## src/rtl/telemetry_frame_validator_unit_defines.svh

```systemverilog
// ----------------------------------------------------------------------------
// telemetry frame validator assertion macros
// concurrent assertion helpers, compiled out when SYNTH is defined
// ----------------------------------------------------------------------------
`ifndef TELEMETRY_FRAME_VALIDATOR_UNIT_DEFINES_SVH
`define TELEMETRY_FRAME_VALIDATOR_UNIT_DEFINES_SVH

`ifndef SYNTH
`define TFV_ASSERT(label, prop) \
  label: assert property (@(posedge clk_i) disable iff (!rst_ni) prop) \
    else $error("tfv assertion failed");
`define TFV_ASSERT_NEVER(label, expr) \
  `TFV_ASSERT(label, !(expr))
`else
`define TFV_ASSERT(label, prop)
`define TFV_ASSERT_NEVER(label, expr)
`endif

`endif

```

## src/rtl/tfv_pkg.sv

```systemverilog
// ----------------------------------------------------------------------------
// tfv package
// types and constants shared by the telemetry frame validator
// ----------------------------------------------------------------------------
package tfv_pkg;

  localparam int unsigned NUM_TYPES = 4;

  localparam logic [7:0]  MAGIC_FIRST      = 8'h54;
  localparam logic [7:0]  MAGIC_SECOND     = 8'h4D;
  localparam logic [15:0] CRC_INIT         = 16'hFFFF;
  localparam logic [15:0] CRC_POLY         = 16'h1021;
  localparam logic [8:0]  COUNT_MAX        = 9'd511;
  localparam logic [8:0]  TRAILER_BYTES    = 9'd2;
  localparam logic [8:0]  FRAME_OVERHEAD   = 9'd7;
  localparam logic [2:0]  HEADER_BYTES     = 3'd5;
  localparam logic [31:0] TYPE_CODES_RESET = 32'h0302_0100;

  localparam logic [8:0] POS_MAGIC0  = 9'd0;
  localparam logic [8:0] POS_MAGIC1  = 9'd1;
  localparam logic [8:0] POS_VERSION = 9'd2;
  localparam logic [8:0] POS_TYPE    = 9'd3;
  localparam logic [8:0] POS_LENGTH  = 9'd4;

  typedef enum logic [2:0] {
    CFG_VERSION    = 3'd0,
    CFG_TYPE_CODES = 3'd1,
    CFG_FAST_LEN   = 3'd2,
    CFG_SLOW_LEN   = 3'd3,
    CFG_EVENT_LEN  = 3'd4,
    CFG_SENSOR_LEN = 3'd5
  } cfg_idx_e;

  typedef struct packed {
    logic [7:0]                  version;
    logic [31:0]                 type_codes;
    logic [NUM_TYPES-1:0][7:0]   body_len;
  } cfg_t;

  typedef struct packed {
    logic       frame_valid;
    logic [7:0] packet_kind;
    logic [2:0] payload_offset;
    logic [7:0] payload_length;
  } res_t;

  function automatic logic [15:0] crc_absorb(input logic [15:0] crc, input logic [7:0] b);
    logic [15:0] c;
    c = crc ^ {b, 8'h00};
    for (int i = 0; i < 8; i++) begin
      c = c[15] ? ({c[14:0], 1'b0} ^ CRC_POLY) : {c[14:0], 1'b0};
    end
    return c;
  endfunction

endpackage

```

## src/rtl/tfv_ifs.sv

```systemverilog
// ----------------------------------------------------------------------------
// tfv channel interfaces
// byte input, result output and register write channels
// ----------------------------------------------------------------------------
interface tfv_rx_if;
  logic       valid;
  logic       ready;
  logic [7:0] rx_byte;
  logic       frame_end;

  modport source (output valid, rx_byte, frame_end, input ready);
  modport sink   (input valid, rx_byte, frame_end, output ready);
endinterface

interface tfv_res_if;
  logic       valid;
  logic       ready;
  logic       frame_valid;
  logic [7:0] packet_kind;
  logic [2:0] payload_offset;
  logic [7:0] payload_length;

  modport source (output valid, frame_valid, packet_kind, payload_offset, payload_length,
                  input ready);
  modport sink   (input valid, frame_valid, packet_kind, payload_offset, payload_length,
                  output ready);
endinterface

interface tfv_cfg_if;
  logic        valid;
  logic        ready;
  logic [2:0]  index;
  logic [31:0] data;

  modport source (output valid, index, data, input ready);
  modport sink   (input valid, index, data, output ready);
endinterface

```

## src/rtl/tfv_frame_core.sv

```systemverilog
// ----------------------------------------------------------------------------
// tfv frame core
// per-frame header, length and crc-16 checks, one byte per step
// ----------------------------------------------------------------------------
module tfv_frame_core (
  input  logic          clk_i,
  input  logic          rst_ni,
  input  tfv_pkg::cfg_t cfg_i,
  input  logic          step_i,
  input  logic [7:0]    byte_i,
  input  logic          end_i,
  output tfv_pkg::res_t result_o
);
  import tfv_pkg::*;

  logic [15:0] crc_q, crc_d;
  logic [8:0]  cnt_q, cnt_d;
  logic [7:0]  type_q, type_d;
  logic [7:0]  len_q, len_d;
  logic        good_q, good_d;
  logic [7:0]  tail0_q, tail1_q;

  logic        found;
  logic [7:0]  need;
  logic [15:0] rx_crc;
  logic        ok;

  // first matching code wins
  always_comb begin
    found = 1'b0;
    need  = '0;
    for (int i = 0; i < NUM_TYPES; i++) begin
      if (!found && cfg_i.type_codes[8*i +: 8] == type_q) begin
        found = 1'b1;
        need  = cfg_i.body_len[i];
      end
    end
  end

  always_comb begin
    good_d = good_q;
    type_d = type_q;
    len_d  = len_q;
    case (cnt_q)
      POS_MAGIC0: begin
        if (byte_i != MAGIC_FIRST) good_d = 1'b0;
      end
      POS_MAGIC1: begin
        if (byte_i != MAGIC_SECOND) good_d = 1'b0;
      end
      POS_VERSION: begin
        if (byte_i != cfg_i.version) good_d = 1'b0;
      end
      POS_TYPE: begin
        type_d = byte_i;
      end
      POS_LENGTH: begin
        len_d = byte_i;
        if (!found || need != byte_i) good_d = 1'b0;
      end
      default: begin
      end
    endcase
  end

  // the two newest bytes may be the trailer, so the crc lags by two
  assign crc_d  = (cnt_q >= TRAILER_BYTES) ? crc_absorb(crc_q, tail1_q) : crc_q;
  assign cnt_d  = (cnt_q != COUNT_MAX) ? cnt_q + 9'd1 : cnt_q;
  assign rx_crc = {byte_i, tail0_q};
  assign ok     = good_d && (cnt_d == FRAME_OVERHEAD + {1'b0, len_d}) && (rx_crc == crc_d);

  always_comb begin
    result_o.frame_valid    = ok;
    result_o.packet_kind    = ok ? type_d : '0;
    result_o.payload_offset = ok ? HEADER_BYTES : '0;
    result_o.payload_length = ok ? len_d : '0;
  end

  always_ff @(posedge clk_i or negedge rst_ni) begin
    if (!rst_ni) begin
      crc_q   <= CRC_INIT;
      cnt_q   <= '0;
      type_q  <= '0;
      len_q   <= '0;
      good_q  <= 1'b1;
      tail0_q <= '0;
      tail1_q <= '0;
    end else if (step_i) begin
      if (end_i) begin
        crc_q   <= CRC_INIT;
        cnt_q   <= '0;
        type_q  <= '0;
        len_q   <= '0;
        good_q  <= 1'b1;
        tail0_q <= '0;
        tail1_q <= '0;
      end else begin
        crc_q   <= crc_d;
        cnt_q   <= cnt_d;
        type_q  <= type_d;
        len_q   <= len_d;
        good_q  <= good_d;
        tail0_q <= byte_i;
        tail1_q <= tail0_q;
      end
    end
  end

endmodule

```

## src/rtl/telemetry_frame_validator_unit.sv

```systemverilog
// ----------------------------------------------------------------------------
// telemetry frame validator unit
// checks framed telemetry bytes: magic, version, type, length and crc-16
//
// channels: rx_i takes one frame byte per transfer with frame_end on the
// last byte; res_o gives one result per frame, on its last byte; cfg_i
// writes the six registers by index, accepted in every cycle.
// path: a byte is captured in the input register and checked from there;
// its result, if any, is loaded into the result register when the byte
// leaves the input register, and is offered on res_o from there.
// throughput: one byte per cycle, set by the crc byte update, save in a stall.
// reset: registers take their reset values, the frame state is cleared and
// both registers are empty.
// stall: a result waiting on res_o holds; bytes that produce no result keep
// flowing, and a frame's last byte waits in the input register until the
// result register frees, with rx_i.ready low while it waits.
// ----------------------------------------------------------------------------
`include "telemetry_frame_validator_unit_defines.svh"

module telemetry_frame_validator_unit (
  input  logic       clk_i,
  input  logic       rst_ni,
  tfv_rx_if.sink     rx_i,
  tfv_res_if.source  res_o,
  tfv_cfg_if.sink    cfg_i
);
  import tfv_pkg::*;

  cfg_t       cfg_q;
  logic       in_valid_q;
  logic [7:0] in_byte_q;
  logic       in_end_q;
  logic       advance;
  logic       out_valid_q;
  res_t       out_q;
  res_t       core_res;

  // register writes, unknown indexes ignored
  always_ff @(posedge clk_i or negedge rst_ni) begin
    if (!rst_ni) begin
      cfg_q.version    <= '0;
      cfg_q.type_codes <= TYPE_CODES_RESET;
      cfg_q.body_len   <= '0;
    end else if (cfg_i.valid) begin
      case (cfg_i.index)
        CFG_VERSION:    cfg_q.version     <= cfg_i.data[7:0];
        CFG_TYPE_CODES: cfg_q.type_codes  <= cfg_i.data;
        CFG_FAST_LEN:   cfg_q.body_len[0] <= cfg_i.data[7:0];
        CFG_SLOW_LEN:   cfg_q.body_len[1] <= cfg_i.data[7:0];
        CFG_EVENT_LEN:  cfg_q.body_len[2] <= cfg_i.data[7:0];
        CFG_SENSOR_LEN: cfg_q.body_len[3] <= cfg_i.data[7:0];
        default: begin
        end
      endcase
    end
  end

  assign cfg_i.ready = 1'b1;

  assign advance    = in_valid_q && (!in_end_q || !out_valid_q || res_o.ready);
  assign rx_i.ready = !in_valid_q || advance;

  always_ff @(posedge clk_i or negedge rst_ni) begin
    if (!rst_ni) begin
      in_valid_q <= 1'b0;
    end else if (rx_i.ready) begin
      in_valid_q <= rx_i.valid;
    end
  end

  always_ff @(posedge clk_i) begin
    if (rx_i.ready && rx_i.valid) begin
      in_byte_q <= rx_i.rx_byte;
      in_end_q  <= rx_i.frame_end;
    end
  end

  tfv_frame_core u_core (
    .clk_i    (clk_i),
    .rst_ni   (rst_ni),
    .cfg_i    (cfg_q),
    .step_i   (advance),
    .byte_i   (in_byte_q),
    .end_i    (in_end_q),
    .result_o (core_res)
  );

  always_ff @(posedge clk_i or negedge rst_ni) begin
    if (!rst_ni) begin
      out_valid_q <= 1'b0;
    end else if (advance && in_end_q) begin
      out_valid_q <= 1'b1;
    end else if (res_o.ready) begin
      out_valid_q <= 1'b0;
    end
  end

  always_ff @(posedge clk_i) begin
    if (advance && in_end_q) begin
      out_q <= core_res;
    end
  end

  assign res_o.valid          = out_valid_q;
  assign res_o.frame_valid    = out_q.frame_valid;
  assign res_o.packet_kind    = out_q.packet_kind;
  assign res_o.payload_offset = out_q.payload_offset;
  assign res_o.payload_length = out_q.payload_length;

  `TFV_ASSERT(a_reject_zeroed, out_valid_q && !out_q.frame_valid |-> out_q.packet_kind == '0 && out_q.payload_offset == '0 && out_q.payload_length == '0)
  `TFV_ASSERT(a_accept_offset, out_valid_q && out_q.frame_valid |-> out_q.payload_offset == HEADER_BYTES)
  `TFV_ASSERT(a_mid_frame_silent, advance && !in_end_q |=> !$rose(out_valid_q))
  `TFV_ASSERT(a_input_held, in_valid_q && !advance |=> in_valid_q && $stable(in_byte_q))
  `TFV_ASSERT_NEVER(a_no_result_overrun, advance && in_end_q && out_valid_q && !res_o.ready)

endmodule
```

## src/flat_wrapper.sv

```systemverilog
// flat-port wrapper written by rule: the top's interface ports become plain ports
module telemetry_frame_validator_unit_flat import tfv_pkg::*;
  (clk_i, rst_ni, rx_i_valid, rx_i_rx_byte, rx_i_frame_end, rx_i_ready, res_o_valid, res_o_frame_valid, res_o_packet_kind, res_o_payload_offset, res_o_payload_length, res_o_ready, cfg_i_valid, cfg_i_index, cfg_i_data, cfg_i_ready);
  tfv_rx_if rx_i_i ();
  tfv_res_if res_o_i ();
  tfv_cfg_if cfg_i_i ();
  input  logic clk_i;
  input  logic rst_ni;
  input wire logic [$bits(rx_i_i.valid)-1:0] rx_i_valid;
  input wire logic [$bits(rx_i_i.rx_byte)-1:0] rx_i_rx_byte;
  input wire logic [$bits(rx_i_i.frame_end)-1:0] rx_i_frame_end;
  output wire logic [$bits(rx_i_i.ready)-1:0] rx_i_ready;
  output wire logic [$bits(res_o_i.valid)-1:0] res_o_valid;
  output wire logic [$bits(res_o_i.frame_valid)-1:0] res_o_frame_valid;
  output wire logic [$bits(res_o_i.packet_kind)-1:0] res_o_packet_kind;
  output wire logic [$bits(res_o_i.payload_offset)-1:0] res_o_payload_offset;
  output wire logic [$bits(res_o_i.payload_length)-1:0] res_o_payload_length;
  input wire logic [$bits(res_o_i.ready)-1:0] res_o_ready;
  input wire logic [$bits(cfg_i_i.valid)-1:0] cfg_i_valid;
  input wire logic [$bits(cfg_i_i.index)-1:0] cfg_i_index;
  input wire logic [$bits(cfg_i_i.data)-1:0] cfg_i_data;
  output wire logic [$bits(cfg_i_i.ready)-1:0] cfg_i_ready;
  assign rx_i_i.valid = rx_i_valid;
  assign rx_i_i.rx_byte = rx_i_rx_byte;
  assign rx_i_i.frame_end = rx_i_frame_end;
  assign rx_i_ready = rx_i_i.ready;
  assign res_o_valid = res_o_i.valid;
  assign res_o_frame_valid = res_o_i.frame_valid;
  assign res_o_packet_kind = res_o_i.packet_kind;
  assign res_o_payload_offset = res_o_i.payload_offset;
  assign res_o_payload_length = res_o_i.payload_length;
  assign res_o_i.ready = res_o_ready;
  assign cfg_i_i.valid = cfg_i_valid;
  assign cfg_i_i.index = cfg_i_index;
  assign cfg_i_i.data = cfg_i_data;
  assign cfg_i_ready = cfg_i_i.ready;
  telemetry_frame_validator_unit u_core (.clk_i(clk_i), .rst_ni(rst_ni), .rx_i(rx_i_i), .res_o(res_o_i), .cfg_i(cfg_i_i));
endmodule
```

## config.mk

```make
export PLATFORM = sky130hd
export DESIGN_NAME = telemetry_frame_validator_unit_flat
export DESIGN_NICKNAME = d
export VERILOG_FILES = /design/src/rtl/tfv_pkg.sv /design/src/rtl/tfv_ifs.sv /design/src/rtl/tfv_frame_core.sv /design/src/rtl/telemetry_frame_validator_unit.sv /design/src/flat_wrapper.sv
export VERILOG_INCLUDE_DIRS = /design/src /design/src/rtl
export SDC_FILE = /design/constraint.sdc
export NUM_CORES = 1
export LEC_CHECK = 0
export ABC_AREA = 1
export BUFFER_PORTS_ARGS = -buffer_cell sky130_fd_sc_hd__buf_2
export CAP_MARGIN = 0
export CORE_MARGIN = 5
export CORE_UTILIZATION = 55
export DETAILED_ROUTE_END_ITERATION = 8
export PLACE_DENSITY = 0.76
export SLEW_MARGIN = 20
export SYNTH_ARGS = -nofsm -noshare
export SYNTH_HDL_FRONTEND = slang
export SYNTH_HIERARCHICAL = 1
export SYNTH_SLANG_ARGS = --single-unit
```

## constraint.sdc

```tcl
create_clock -name clk_i -period 2.66 [get_ports clk_i]
set_clock_uncertainty 0.05 [all_clocks]
set_input_delay 0.399 -clock clk_i [delete_from_list [all_inputs] [get_ports clk_i]]
set_output_delay 0.399 -clock clk_i [all_outputs]
set_load 0.02 [all_outputs]
```

==> flow_summary_export.csv <==
group,metric,value,unit
grt,antenna_found_initial,0,
synthesis,syn_area_per_cell,7.73,um^2
synthesis,ys_seq_area_frac,0.465,
routing,ant_nets,0,
grt,grt_overflow,0,
synthesis,synth_compound_area_frac,0.0909,
floorplanning,io_pins,72,
floorplanning,rows,46,
floorplanning,die_area,19100,um^2
placement,gp_congestion,0.931,
floorplanning,fp.dieH,138,um
outcome,violations,"negative hold slack, negative setup slack",
floorplanning,coreArea,16000,um^2
grt,grt_start_max_net_pins,57,
synthesis,synth_area,9040,um^2
clocking,cts_tree,"built",
sta,slew_headroom,0.446,
sta,finalMaxSlewViolations,0,
setup_path,arrival,3120,ps
setup_path,crit_path_max_fanout,8,
setup_path,critPathLaunchType,"flip-flop",
synthesis,synth-main-ff-cell,"dfrtp_1",
routing,drc_errors,0,
clocking,insertion_delay,440,ps
clocking,cts_buffer_depth,2,
grt,grt.total_usage,0.255,
synthesis,yosysWarnings,6,
routing,first_pass_iters,5,
final_layout,drive_gt1_frac,0.263,
final_layout,syn_to_final_growth,23.0,%
floorplanning,die_x,138,um
clocking,cts-root-buf,"clkbuf_16",
setup_path,worstSetupPathType,"reg -> reg",
final_layout,fin_util,0.695,
final_layout,layout_common_cells,"nand2_1, inv_1, dfrtp_1, buf_4, nor2_1",
routing,drt-wirelength-per-cell,15.8,um
clocking,ctsHtreeMaxLevel,4,
grt,grt_pass1_vias,7919,
routing,dr.first_iter.drc_count,729,
synthesis,synthSimpleGateAreaFrac,0.308,
grt,grt_pass1_wl,39800,um
outcome,status,"complete, but fails checks",
final_layout,final_common_cell,"nand2_1",
pwr,p_leak,5.63,nW
placement,dp_hpwl,17100,um
sta,hold_viol,13,
setup_path,end_kind,"flip-flop",
pwr,peakVddDrop,0.000557,V
synthesis,synthMuxAreaShare,0,
setup_path,cp_cell_sequence,"inv_2 -> ha_4 -> nand2_2 -> nor2_4 -> nand3_4 -> buf_8 -> clkbuf_2 -> nand2_1 -> o21ai_2 -> inv_1 -> nand2_1 -> nand2_1 -> xor2_1 -> nand2_1 -> nor2_2 -> nand3_2 -> nor2_4 -> nand2_4 -> nor2_2",
synthesis,synth_xor_xnor_area_share,0.0414,
final_layout,fillers,1290,
final_layout,final_nets,1374,
sta,rsz0062_at_grt,"true",
final_layout,diodes,0,
routing,via_per_inst,5.35,
clocking,numCtsBuffers,17,
clocking,clkTransAtPathRegs,70,ps
clocking,cts.sinks,161,
sta,post-route-min-period,2880,ps
clocking,hold_buffers,0,
sta,tightest_slew,830,ps
floorplanning,initial_core_util,0.565,
pwr,p_per_area,837,nW/um^2
sta,holdWs,-16.3,ps
min_path,hold_class,"in -> async",
placement,port_buffers,70,
setup_path,crit_required,2900,ps
setup_path,cpMostUsedCell,"nand2_1",
synthesis,synth_edf_count,29,
setup_path,cpPeakStageDelay,440,ps
synthesis,synthAdderAreaFrac,0.00692,
synthesis,synthArstFlopShare,0.820,
synthesis,syn_nets,1223,
synthesis,synth_cells,1169,
synthesis,yosys.cell_types.count,44,
sta,setup_violations,19,
sta,timing.fmax,0.348,GHz
job,drv_cap,0,
setup_path,cp_slowest_cell,"dfrtp_2",
sta,fin_crit_sh,1.08,
synthesis,synth_top_family_by_area,"simple AND/OR/NAND/NOR gates",
routing,routed_wl,24500,um
routing,num_vias,8287,
synthesis,ys_seq_elements,161,
sta,setup_ws,-218,ps
==> registers in the layout, indices dropped and copies added, names as in the netlist, 3 cells and up <==
signal                       count
u_core/res_o.payload_length      8
u_core/res_o.packet_kind         8
u_core/u_core/tail0_q            8
u_core/cfg_q                    72
u_core/u_core/crc_q             16
u_core/u_core/tail1_q            8
u_core/res_o.payload_offset      3
u_core/in_byte_q                 8
u_core/u_core/len_q              8
u_core/u_core/type_q             8
u_core/u_core/cnt_q              9
==> synthesized netlist by cell type, types with 17 or more instances <==
library cell / number / area, um^2
dfrtp_1: 111 / 2780
inv_1: 123 / 462
dfstp_2: 21 / 552
nand4_1: 30 / 188
xor2_1: 23 / 201
nor2_1: 85 / 319
nand2_1: 421 / 1580
o21ai_1: 25 / 125
edfxtp_1: 29 / 871
nor2_2: 17 / 106
nand3_1: 57 / 285
o21ai_0: 33 / 165
o22ai_1: 31 / 194
==> final timing paths <==
kind / slack (ps) / end / depth (start not counted) / start
worst max-delay path: -220 / u_core/res_o.payload_length[0] / 19 / u_core/u_core/cnt_q[1]
max in group asynchronous: 1790 / u_core/cfg_q[56] / 2 / rst_ni
worst min register to register: 430 / u_core/cfg_q[56] / 2 / u_core/cfg_q[56]
min in group clk_i: 90 / u_core/in_end_q / 1 / rx_i_frame_end
worst min-delay path: -20 / u_core/cfg_q[45] / 1 / rst_ni
worst max register to register: -220 / u_core/res_o.payload_length[0] / 19 / u_core/u_core/cnt_q[1]
==> area by class of cell <==
class,instances,area [um^2],share of cell area
repair buffers,170,1160,0.105
flip-flops and latches,161,4200,0.378
clock inverters,15,183,0.0164
clock buffers,17,425,0.0382
well taps,216,270,0.0243
multi-input cells,832,4350,0.391
inverters,138,526,0.0472
==> worst max-delay path: cells and delay by family, from the launching register on <==
family / cells / cell delay [ps]
AOI/OAI and AO/OA: 1 / 80
xor gates and xnor gates: 1 / 140
adders and majority gates: 1 / 130
buffers and inverters: 4 / 540
DFF: 1 / 440
and+or+nand+nor: 12 / 1340
==> kinds of logic after synthesis <==
| kind of cell | Yosys count |
|---|---|
| flops | 161 |
| other cells | 2 |
| xor+xnor | 41 |
| buf+inv | 179 |
| simple gates | 645 |
| compound gates | 136 |
| fa+ha+maj | 5 |
==> timing repair <==
| item | in CTS | in global routing |
|---|---|---|
| cloned | 3 | 0 |
| endpoints found under the setup margin | 19 | 20 |
| pin swaps | 5 | 46 |
| resized for setup | 15 | 56 |
| buffers inserted | 5 | 10 |
==> stage by stage <==
stage	cell area [um^2]	instances	total power [W]	setup TNS (ps)	setup WS, ps
2_1_floorplan	9090	1169	0.00543	-74.3	-24.8
3_3_place_gp	10100	1499	0.00642	-3520	-198
3_5_place_dp	10100	1499	0.00648	-4090	-252
4_1_cts	10900	1539	0.00914	-3000	-172
5_1_grt	11100	1549	0.00989	-6280	-363
6_report	11100	1549	0.00931	-3410	-218
==> layer usage <==
metal,wire length (um),vias up,track usage
li1,-,4049,-
met1,10500,3878,0.338
met2,11600,302,0.412
met3,1590,58,0.0521
met4,792,0,0.103
met5,0,-,0
==> power by group <==
part / internal (W) / switching (W)
logic: 0.00142 / 0.00198
clock network: 0.00149 / 0.00106
registers: 0.00301 / 0.000361
total: 0.00591 / 0.00340
No activity file was read; power rests on OpenSTA's default activity.
